===== src/sv/ipv4_fragment_reassembly_tracker_defines.svh =====
// Assertion helpers for the fragment reassembly tracker
`ifndef IPV4_FRAGMENT_REASSEMBLY_TRACKER_DEFINES_SVH
`define IPV4_FRAGMENT_REASSEMBLY_TRACKER_DEFINES_SVH

`define IFR_ASSERT_IMP(label, ante, cons) \
  label: assert property (@(posedge clk) disable iff (!rst_n) (ante) |-> (cons)) \
    else $error("%m: implication failed");

`define IFR_ASSERT_NXT(label, ante, cons) \
  label: assert property (@(posedge clk) disable iff (!rst_n) (ante) |=> (cons)) \
    else $error("%m: next-cycle check failed");

`endif


===== src/sv/ifr_pkg.sv =====
package ifr_pkg;

  typedef struct packed {
    logic        mode;
    logic [15:0] ip_ident;
    logic [7:0]  protocol_num;
    logic [31:0] src_addr;
    logic [31:0] dst_addr;
    logic [12:0] frag_offset;
    logic        more_frags;
    logic [15:0] total_len;
    logic [3:0]  hdr_words;
    logic [15:0] buffer_tag;
  } ifr_in_t;

  typedef struct packed {
    logic [1:0]  status;
    logic [15:0] out_tag;
    logic [5:0]  strip_bytes;
    logic [15:0] new_total_len;
    logic        last;
  } ifr_out_t;

  // slot word: offset, payload length, MF, header words, tag
  typedef struct packed {
    logic [12:0] offset;
    logic [15:0] paylen;
    logic        more;
    logic [3:0]  hdr_words;
    logic [15:0] tag;
  } ifr_slot_t;

  localparam int SlotW = $bits(ifr_slot_t);

  localparam logic [1:0] ST_PENDING = 2'd0;
  localparam logic [1:0] ST_DONE    = 2'd1;
  localparam logic [1:0] ST_NO_CTX  = 2'd2;
  localparam logic [1:0] ST_FULL    = 2'd3;

endpackage


===== src/sv/ipv4_fragment_reassembly_tracker.sv =====
// Throughput: one item at a time, in_stall is high while busy. A tick visits
// every context once. A fragment with a drop result leaves after the context
// scan; a stored fragment is shifted into place and walked for contiguity
// before its pending result, and a completed packet gives one result per
// fragment in offset order. Every result also waits on out_stall. Shift and
// contiguity walk share the one read port of the slot RAM.
// Reset (rst_n low, synchronous) clears all contexts and sets timeout to 60.
module ipv4_fragment_reassembly_tracker #(
  parameter int NUM_CONTEXTS      = 8,
  parameter int FRAGS_PER_CONTEXT = 8
) (
  input  logic             clk,
  input  logic             rst_n,
  input  logic             in_valid,
  output logic             in_stall,
  input  ifr_pkg::ifr_in_t in_data,
  output logic             out_valid,
  input  logic             out_stall,
  output ifr_pkg::ifr_out_t out_data,
  input  logic             cfg_we,
  input  logic [15:0]      cfg_wdata
);
  import ifr_pkg::*;
  `include "ipv4_fragment_reassembly_tracker_defines.svh"

  localparam int CW = (NUM_CONTEXTS > 1) ? $clog2(NUM_CONTEXTS) : 1;
  localparam int NW = $clog2(FRAGS_PER_CONTEXT + 1);
  localparam int CCW = $clog2(NUM_CONTEXTS + 1);
  localparam int SD = NUM_CONTEXTS * FRAGS_PER_CONTEXT;
  localparam int SAW = $clog2(SD) > 0 ? $clog2(SD) : 1;

  localparam logic [3:0] S_IDLE  = 4'd0;
  localparam logic [3:0] S_TICK  = 4'd1;
  localparam logic [3:0] S_MATCH = 4'd2;
  localparam logic [3:0] S_FREE  = 4'd3;
  localparam logic [3:0] S_SHRD  = 4'd4;
  localparam logic [3:0] S_SHWT  = 4'd5;
  localparam logic [3:0] S_SHWR  = 4'd6;
  localparam logic [3:0] S_INS   = 4'd7;
  localparam logic [3:0] S_CKRD  = 4'd8;
  localparam logic [3:0] S_CKWT  = 4'd9;
  localparam logic [3:0] S_CKEV  = 4'd10;
  localparam logic [3:0] S_EMRD  = 4'd11;
  localparam logic [3:0] S_EMWT  = 4'd12;
  localparam logic [3:0] S_OUT   = 4'd13;

  logic [3:0]  state_r, state_nxt;
  logic [15:0] timeout_r;
  ifr_in_t     item_r;
  logic [NUM_CONTEXTS-1:0] vld_r;
  logic [63:0] pair_r [NUM_CONTEXTS];
  logic [23:0] key_r  [NUM_CONTEXTS];
  logic [15:0] age_r  [NUM_CONTEXTS];
  logic [NW-1:0] cnt_r [NUM_CONTEXTS];
  logic [CCW-1:0] ci_r;
  logic [CW-1:0]  ctx_r;
  logic [NW-1:0]  i_r, pos_r, n_r;
  // one bit wider so a run past 64K never matches a later offset
  logic [16:0]    exp_r;
  logic [15:0]    tl_r;
  logic           emit_r, done_r;
  ifr_out_t       res_r;

  logic           we;
  logic [SAW-1:0] waddr, raddr;
  ifr_slot_t      wslot, rslot;
  logic [SlotW-1:0] rbits;

  ifr_ram #(.Width(SlotW), .Depth(SD)) u_slots (
    .clk(clk), .we(we), .waddr(waddr), .wdata(wslot), .raddr(raddr), .rdata(rbits)
  );
  assign rslot = ifr_slot_t'(rbits);

  function automatic logic [SAW-1:0] saddr(logic [CW-1:0] c, logic [NW-1:0] i);
    logic [31:0] a;
    a = 32'(c) * 32'(FRAGS_PER_CONTEXT) + 32'(i);
    return a[SAW-1:0];
  endfunction

  logic [CW-1:0] cs;
  assign cs = ci_r[CW-1:0];
  logic [15:0] agei;
  assign agei = (age_r[cs] == 16'hFFFF) ? age_r[cs] : age_r[cs] + 16'd1;
  logic [15:0] o8;
  assign o8 = {rslot.offset[12:0], 3'b000};

  assign in_stall  = (state_r != S_IDLE);
  assign out_valid = (state_r == S_OUT);
  assign out_data  = res_r;

  always_comb begin
    we = 1'b0; waddr = saddr(ctx_r, i_r); raddr = saddr(ctx_r, i_r);
    wslot = rslot;
    // keep the entry below i on the read port until it is written up
    if (state_r == S_SHRD || state_r == S_SHWT) raddr = saddr(ctx_r, i_r - NW'(1));
    if (state_r == S_SHWR) we = 1'b1;
    if (state_r == S_INS) begin
      we = 1'b1;
      waddr = saddr(ctx_r, pos_r);
      wslot.offset = item_r.frag_offset;
      wslot.paylen = item_r.total_len - {10'd0, item_r.hdr_words, 2'b00};
      wslot.more = item_r.more_frags;
      wslot.hdr_words = item_r.hdr_words;
      wslot.tag = item_r.buffer_tag;
    end
  end

  always_ff @(posedge clk) begin
    if (!rst_n) begin
      state_r <= S_IDLE;
      timeout_r <= 16'd60;
      vld_r <= '0;
    end else begin
      if (cfg_we) timeout_r <= cfg_wdata;
      case (state_r)
        S_IDLE: if (in_valid) begin
          item_r <= in_data;
          ci_r <= '0;
          state_r <= in_data.mode ? S_TICK : S_MATCH;
        end
        S_TICK: begin
          if (vld_r[cs]) begin
            age_r[cs] <= agei;
            if (agei >= timeout_r) vld_r[cs] <= 1'b0;
          end
          ci_r <= ci_r + CCW'(1);
          if (ci_r == CCW'(NUM_CONTEXTS - 1)) state_r <= S_IDLE;
        end
        S_MATCH: begin
          if (vld_r[cs] && pair_r[cs] == {item_r.src_addr, item_r.dst_addr} &&
              key_r[cs] == {item_r.ip_ident, item_r.protocol_num}) begin
            ctx_r <= cs;
            n_r <= cnt_r[cs];
            if (cnt_r[cs] >= NW'(FRAGS_PER_CONTEXT)) begin
              res_r <= '{ST_FULL, item_r.buffer_tag, 6'd0, 16'd0, 1'b1};
              done_r <= 1'b1; state_r <= S_OUT;
            end else begin
              i_r <= cnt_r[cs]; pos_r <= cnt_r[cs];
              state_r <= S_SHRD;
            end
          end else if (ci_r == CCW'(NUM_CONTEXTS - 1)) begin
            ci_r <= '0; state_r <= S_FREE;
          end else ci_r <= ci_r + CCW'(1);
        end
        S_FREE: begin
          if (!vld_r[cs]) begin
            ctx_r <= cs; vld_r[cs] <= 1'b1;
            pair_r[cs] <= {item_r.src_addr, item_r.dst_addr};
            key_r[cs] <= {item_r.ip_ident, item_r.protocol_num};
            age_r[cs] <= '0; cnt_r[cs] <= '0;
            n_r <= '0; i_r <= '0; pos_r <= '0;
            state_r <= S_SHRD;
          end else if (ci_r == CCW'(NUM_CONTEXTS - 1)) begin
            res_r <= '{ST_NO_CTX, item_r.buffer_tag, 6'd0, 16'd0, 1'b1};
            done_r <= 1'b1; state_r <= S_OUT;
          end else ci_r <= ci_r + CCW'(1);
        end
        // walk down from the tail, shifting entries with offset > new
        S_SHRD: state_r <= (i_r == '0) ? S_INS : S_SHWT;
        S_SHWT: state_r <= (rslot.offset > item_r.frag_offset) ? S_SHWR : S_INS;
        S_SHWR: begin
          i_r <= i_r - NW'(1); pos_r <= i_r - NW'(1);
          state_r <= S_SHRD;
        end
        S_INS: begin
          cnt_r[ctx_r] <= n_r + NW'(1);
          n_r <= n_r + NW'(1);
          i_r <= '0; exp_r <= '0;
          state_r <= S_CKRD;
        end
        S_CKRD: state_r <= S_CKWT;
        S_CKWT: state_r <= S_CKEV;
        S_CKEV: begin
          if ({1'b0, o8} != exp_r || (i_r == n_r - NW'(1) && rslot.more)) begin
            res_r <= '{ST_PENDING, item_r.buffer_tag, 6'd0, 16'd0, 1'b1};
            done_r <= 1'b1; state_r <= S_OUT;
          end else if (i_r == n_r - NW'(1)) begin
            tl_r <= o8 + rslot.paylen;
            i_r <= '0; state_r <= S_EMRD;
          end else begin
            exp_r <= {1'b0, o8} + {1'b0, rslot.paylen};
            i_r <= i_r + NW'(1); state_r <= S_CKRD;
          end
        end
        S_EMRD: state_r <= S_EMWT;
        S_EMWT: begin
          res_r.status <= ST_DONE;
          res_r.out_tag <= rslot.tag;
          res_r.last <= (i_r == n_r - NW'(1));
          done_r <= (i_r == n_r - NW'(1));
          if (i_r == '0) begin
            res_r.strip_bytes <= 6'd0;
            res_r.new_total_len <= tl_r + {10'd0, rslot.hdr_words, 2'b00};
          end else begin
            res_r.strip_bytes <= {rslot.hdr_words, 2'b00};
            res_r.new_total_len <= 16'd0;
          end
          if (i_r == n_r - NW'(1)) vld_r[ctx_r] <= 1'b0;
          state_r <= S_OUT;
        end
        S_OUT: if (!out_stall) begin
          if (done_r) state_r <= S_IDLE;
          else begin
            i_r <= i_r + NW'(1); state_r <= S_EMRD;
          end
        end
        default: state_r <= S_IDLE;
      endcase
    end
  end

  `IFR_ASSERT_IMP(a_busy_no_accept, state_r != S_IDLE, in_stall)
  `IFR_ASSERT_IMP(a_out_last_done, out_valid && res_r.status != ST_DONE, res_r.last)
  `IFR_ASSERT_NXT(a_out_hold, out_valid && out_stall, out_valid && $stable(res_r))
  `IFR_ASSERT_IMP(a_first_strip, out_valid && res_r.new_total_len != 16'd0,
                  res_r.strip_bytes == 6'd0)
endmodule


===== src/sv/ifr_ram.sv =====
module ifr_ram #(
  parameter int Width = 8,
  parameter int Depth = 16
) (
  input  logic                     clk,
  input  logic                     we,
  input  logic [$clog2(Depth)-1:0] waddr,
  input  logic [Width-1:0]         wdata,
  input  logic [$clog2(Depth)-1:0] raddr,
  output logic [Width-1:0]         rdata
);
  logic [Width-1:0] mem [Depth];

  always_ff @(posedge clk) begin
    if (we) begin
      mem[waddr] <= wdata;
    end
    rdata <= mem[raddr];
  end
endmodule

===== config.mk =====
export PLATFORM = sky130hd
export DESIGN_NAME = ipv4_fragment_reassembly_tracker
export DESIGN_NICKNAME = d
export VERILOG_FILES = /design/src/sv/ifr_pkg.sv /design/src/sv/ipv4_fragment_reassembly_tracker.sv /design/src/sv/ifr_ram.sv
export VERILOG_INCLUDE_DIRS = /design/src /design/src/sv
export SDC_FILE = /design/constraint.sdc
export NUM_CORES = 2
export LEC_CHECK = 0
export BUFFER_PORTS_ARGS = -buffer_cell sky130_fd_sc_hd__buf_2
export CORE_MARGIN = 5
export CORE_UTILIZATION = 55
export CTS_BUF_LIST = sky130_fd_sc_hd__clkbuf_2 sky130_fd_sc_hd__clkbuf_4 sky130_fd_sc_hd__clkbuf_8
export DETAILED_ROUTE_END_ITERATION = 10
export MAX_ROUTING_LAYER = met4
export PLACE_DENSITY = 0.71
export SLEW_MARGIN = 5
export SYNTH_ARGS = -nofsm -noshare
export SYNTH_HDL_FRONTEND = slang
export SYNTH_SLANG_ARGS = --single-unit
export TNS_END_PERCENT = 1

===== constraint.sdc =====
create_clock -name clk -period 10.2 [get_ports clk]
set_input_delay 0 -clock clk [delete_from_list [all_inputs] [get_ports clk]]
set_output_delay 0 -clock clk [all_outputs]
set_load 0.005 [all_outputs]

Yosys cells after proc, flatten, opt, wreduce, memory -nomap -nowiden. Memories as Yosys holds them, arrays and structs flattened. A register that Yosys moved wholly into a read port is not among the register bits. Cells that the tools add are included. Widths: inputs -> output; s select.

Bits in registers: 260. RAM bits: 4064. Memories: 5.

Add/sub/neg operators: 13. $lt $le $gt $ge: 7. Eq/ne operators: 39. Mux-type cells: 89. Bitwise operators: 7. Reduce and logical (&&, ||, !) cells: 30.

Memory list: u_slots.mem (depth 64, bits a word 50, rd ports 1, clocked after Yosys merged registers in 1, write ports 1, line ifr_ram.sv:12) `logic [Width-1:0] mem [Depth];`; pair_r (depth 8, bits a word 64, rd ports 1, clocked after Yosys merged registers in 1, write ports 1, line ipv4_fragment_reassembly_tracker.sv:51) `logic [63:0] pair_r [NUM_CONTEXTS];`; key_r (depth 8, bits a word 24, rd ports 1, clocked after Yosys merged registers in 1, write ports 1, line ipv4_fragment_reassembly_tracker.sv:52) `logic [23:0] key_r [NUM_CONTEXTS];`; age_r (depth 8, bits a word 16, rd ports 1, clocked after Yosys merged registers in 1, write ports 1, line ipv4_fragment_reassembly_tracker.sv:53) `logic [15:0] age_r [NUM_CONTEXTS];`; cnt_r (depth 8, bits a word 4, rd ports 1, clocked after Yosys merged registers in 1, write ports 1, line ipv4_fragment_reassembly_tracker.sv:54) `logic [NW-1:0] cnt_r [NUM_CONTEXTS];`.

Operator list (count): $mux 41 (5); $pmux 41 s4 (1); $mux 4 (23); $eq 64x64->1 (1); $pmux 4 s14 (1); $mux 50 (1); $ne 2x2->1 const B (18); $mux 17 (2); $pmux 17 s2 (1); $mux 16 (2); $mux 8 (4); $mux 1 (25); $eq 24x24->1 (1); $eq 4x4->1 const B (6); $mux 3 (8); $pmux 4 s3 (2); $pmux 4 s6 (1); $pmux 8 s3 (1); $mux 22 (1); $eq 4x3->1 const B (5); $add 6x4->6 (3); $add 16x16->17 (1); $ne 16x17->1 (1); $add 16x1->16 const B (1); other kinds (41) (70).

Longest topological paths before layout.
Depth in word-level cells: 9. Depth in mapped cells: 26.

Cells and area by module. From an unflattened synthesis, not the netlist that was laid out.

Cell total of the unflattened synthesis: 7844. Area, all modules: 169018.4 um2.

By module, submodules not included: ifr_ram (times used 1, cells an instance 5086, area an instance 122361.1 um2); ipv4_fragment_reassembly_tracker (times used 1, cells an instance 2758, area an instance 46657.2 um2).

Least setup slack after synthesis. No wires, ideal clock.

Path kind: reg-to-reg. Start: reg ci_r[0]. End: mem key_r[6][0], enable pin. Setup time: 0.642 ns. Arrival: 7.857 ns. Data required time: 9.558 ns. Slack: 1.701 ns. Stages on the path, launching flop included: 9. Path buffers: 2. Cell sequence: edfxtp_1 clkbuf_1 mux2_2 a32oi_1 nand3b_1 nor2_1 nand2_1 clkbuf_1 nor3_1.

Longest elaborated chain between the ends: 6.

RTL lines: start, declared (line ipv4_fragment_reassembly_tracker.sv:55) `logic [CCW-1:0] ci_r;`; start signal, assigned (line ipv4_fragment_reassembly_tracker.sv:126) `ci_r <= ci_r + CCW'(1);`; start signal, assigned (line ipv4_fragment_reassembly_tracker.sv:143) `end else ci_r <= ci_r + CCW'(1);`; start signal, assigned (line ipv4_fragment_reassembly_tracker.sv:156) `end else ci_r <= ci_r + CCW'(1);`; $bmux 1 s3 (line ipv4_fragment_reassembly_tracker.sv:146) `if (!vld_r[cs]) begin`; $mux 1 (not written as such) (line ipv4_fragment_reassembly_tracker.sv:146); $mux 1 (line ipv4_fragment_reassembly_tracker.sv:146); $mux 1 (line ipv4_fragment_reassembly_tracker.sv:115) `case (state_r)`; $mux 1 (line ipv4_fragment_reassembly_tracker.sv:109) `if (!rst_n) begin`; $mux 1 (not written as such) (line ipv4_fragment_reassembly_tracker.sv:149) `key_r[cs] <= {item_r.ip_ident, item_r.protocol_num};`; end, declared (line ipv4_fragment_reassembly_tracker.sv:52).

Several ways; a longest one is shown, not always the timed one. The select of a mux whose other input is x is not followed.

==> impl_metrics.toml <==
[status]
status = "completed"

[synthesis]
synth_edf_count = 4294
ys.flop_type = "edfxtp_1"
syn_avg_cell_area_um2 = 20.1
synth.area.top_cells = "edfxtp_1 75%, mux4_2 12%, nand2_1 1.4%, a211oi_1 1.1%, mux2i_1 1.0%"
netlist_area_um2 = 171000
synth_cell_types = 88
ys_seq_area_frac = 0.764
synth_seq_cells = 4375
yosys_warnings = 0
synth_top_area_frac = 0.755
synth_common_cells = "4,294 x edfxtp_1, 914 x mux4_2, 639 x nand2_1"
synthCells = 8496
synth_most_common_cell = "edfxtp_1"
yosysTopAreaCell = "edfxtp_1"
async_reset_ff_frac = 0

[placement]
place_congestion = 0.859
place_ws_ns = 3.72
place_inst = 12600
port_buffers = 200
dp_hpwl_um = 227000

[floorplan]
die_width_um = 567
rows = 204
io_pins = 203
die_y_um = 567
dieArea_um2 = 322000
fp.coreArea_um2 = 309000
start_util = 0.553

[clock_network]
cts.sinks = 4375
clk_pin_slew_worst_paths_ns = 0.07
cts_buffers = 672
cts_buffer_depth = 4
cts_setup_buffers = 0
htreeDepth = 6
worstSkewPairLatency_ns = 1.22
cts_root_buf = "clkbuf_8"
cts_tree = "built"

[routing]
drtIter0Drc = 12900
drc = 0
viasPerCell = 6.48
drt_first_pass_iters = 9
vias = 92500
wl_per_cell_um = 31.7
drtAntennaViolNets = 0
drt-total-wl_um = 453000

[cells_and_area]
fin_nets = 9804
instances_no_fill = 14300
multi_input_area_um2 = 38900
area_growth_pct = 14.7
fin_util = 0.634
final_layout_size_suffix_gt1_frac = 0.262
ff_latch_area_um2 = 131000
fill_cells = 20300

[global_route]
grt_max_degree = 147
track_usage = 0.285
grt_pass1_vias = 92100
grt.overflow.total = 0
grt_pass1_wl_um = 647000
antenna_found_initial = 16

[power]
p_per_area_nw_per_um2 = 221
fin_total_pwr_mw = 43.3
power_leakage_nw = 62.9
ir_drop_mv = 0.187

[setup_path]
path_cells = "buf_12, nand2b_1, o22ai_1, or2_2, a2111oi_0, nand4_1, nor4_4, nand4_4, nor2b_1, nor2_4, buf_4"
reg2reg_depth = 11
cp_max_fo = 110
critical_path_class = "flop to flop"
cp_data_arrival_time_ns = 7.29
slowest_delay_ns = 0.83
crit_end = "out_data[29]$_DFFE_PP_"
r2r_end = "out_data[29]$_DFFE_PP_"
endpoint_kind = "flop"
crit_slowest_cell = "dfxtp_4"
ff2ff_setup_slack_ns = 3.67
cp.required_ns = 10.96
start_kind = "flop"

[worst_hold_path]
hold_class = "input port to flop"

[timing]
setup-violations-final = 0
finalCriticalPeriod_ns = 6.53
tns_ns = 0
rsz0062_at_grt = "false"
maxSlewHeadroom = 0.124
finalWorstSetupSlack_ns = 3.67
slew_viol_final = 0
tightest_slew_ns = 1.31
skew_ns = 0.120
post-route-period-util = 0.640
hold_violations = 0
max_freq_ghz = 0.153

[run]
maxCapViolCount = 0
[worst min path at each step]
stage / from / end / slack (ns) / depth (start not counted)
CTS: in_data[4] / item_r[4]$_DFFE_PP_ / 0.007 / 3
floorplan: in_data[0] / item_r[0]$_DFFE_PP_ / 0.1 / 0
global placement: in_data[108] / item_r[108]$_DFFE_PP_ / 0.18 / 1
global route: in_data[6] / item_r[6]$_DFFE_PP_ / 0.07 / 3
detailed placement: in_data[24] / item_r[24]$_DFFE_PP_ / 0.18 / 1
finish: in_data[5] / item_r[5]$_DFFE_PP_ / 0.13 / 3
[cells by family after synthesis]
kind of cell / after synthesis / synth area share
buf+inv: 529 / 0.0140
xor+xnor: 111 / 0.00569
flops: 4375 / 0.764
fa+ha+maj: 65 / 0.00489
other cells: 1 / 0.0000219
compound gates: 898 / 0.0361
mux: 1196 / 0.138
simple gates: 1321 / 0.0367
[timing repair]
action,4_1_cts,5_1_grt
hold buffers,451,0
endpoints found under the hold margin,571,0
gates resized for setup,0,0
[worst max-delay path, delay by kind of cell, from the launching register on]
family                 cells  cell delay (ns)
DFF                        1             0.83
buffers and inverters      2             1.10
AOI/OAI and AO/OA          2             0.82
and+or+nand+nor            7             3.03
[layout make-up]
cell class / instances / area share
multi-input combinational: 3593 / 0.199
antenna: 11 / 0.000140
tap: 4120 / 0.0263
timing repair buffer: 880 / 0.0388
clock inverter: 302 / 0.0105
clock buffer: 934 / 0.0585
inverter: 57 / 0.00109
sequential: 4375 / 0.666
[cells in the final DEF (no fill, tap or decap), drive strengths merged, types with 9 or more instances in the layout]
| cell type | instances |
|---|---|
| dlygate4sd3 | 451 |
| mux2 | 102 |
| edfxtp | 4294 |
| nand2b | 22 |
| xnor2 | 67 |
| clkinv | 245 |
| a21boi | 12 |
| o21ai | 90 |
| nor2 | 188 |
| a221oi | 11 |
| clkbuf | 934 |
| diode | 11 |
| o21a | 11 |
| and2 | 229 |
| xor2 | 44 |
| a211oi | 254 |
| or3 | 21 |
| a22oi | 40 |
| nor3 | 45 |
| a31oi | 108 |
| nand2 | 639 |
| nor4 | 27 |
| o22ai | 49 |
| a21o | 18 |
| mux2i | 173 |
| and3b | 9 |
| mux4 | 921 |
| a21oi | 148 |
| nand4 | 22 |
| a311oi | 108 |
| dfxtp | 81 |
| buf | 429 |
| inv | 91 |
| clkinvlp | 9 |
| bufinv | 14 |
| ha | 62 |
| and3 | 20 |
| nor2b | 24 |
| nand3 | 34 |
[where the power goes]
part	switching [mW]	total (mW)	internal, mW
Combinational	4.32	6.93	2.61
Sequential	0.423	21.7	21.3
Clock	6.92	14.6	7.70
[through the flow]
| stage | hold slack [ns] | instance area, um2 |
|---|---|---|
| CTS | 0.00730 | 196000 |
| finish | 0.128 | 196000 |
| global route | 0.0715 | 196000 |
| floorplan | 0.0989 | 171000 |
| global placement | 0.176 | 178000 |
| detailed placement | 0.178 | 178000 |
[metal layers]
metal  global-route usage  wire length, um  up-vias
met5                    -                0        -
met4               0.0919            14700        0
met3               0.0634            52600      994
met2                0.438           217000     6124
met1                0.387           168000    48200
li1                     -                -    37200
[sequential cells by signal, indices dropped and copies added, names as in the netlist, 8 cells and up, named ones only]
register / cells
out_data: 39
pair_r: 512
tl_r: 16
age_r: 128
key_r: 192
cnt_r: 32
u_slots.rdata: 50
item_r: 138
exp_r: 17
vld_r: 8
u_slots.mem: 3200
timeout_r: 16
No activity file was read; power rests on OpenSTA's default activity.
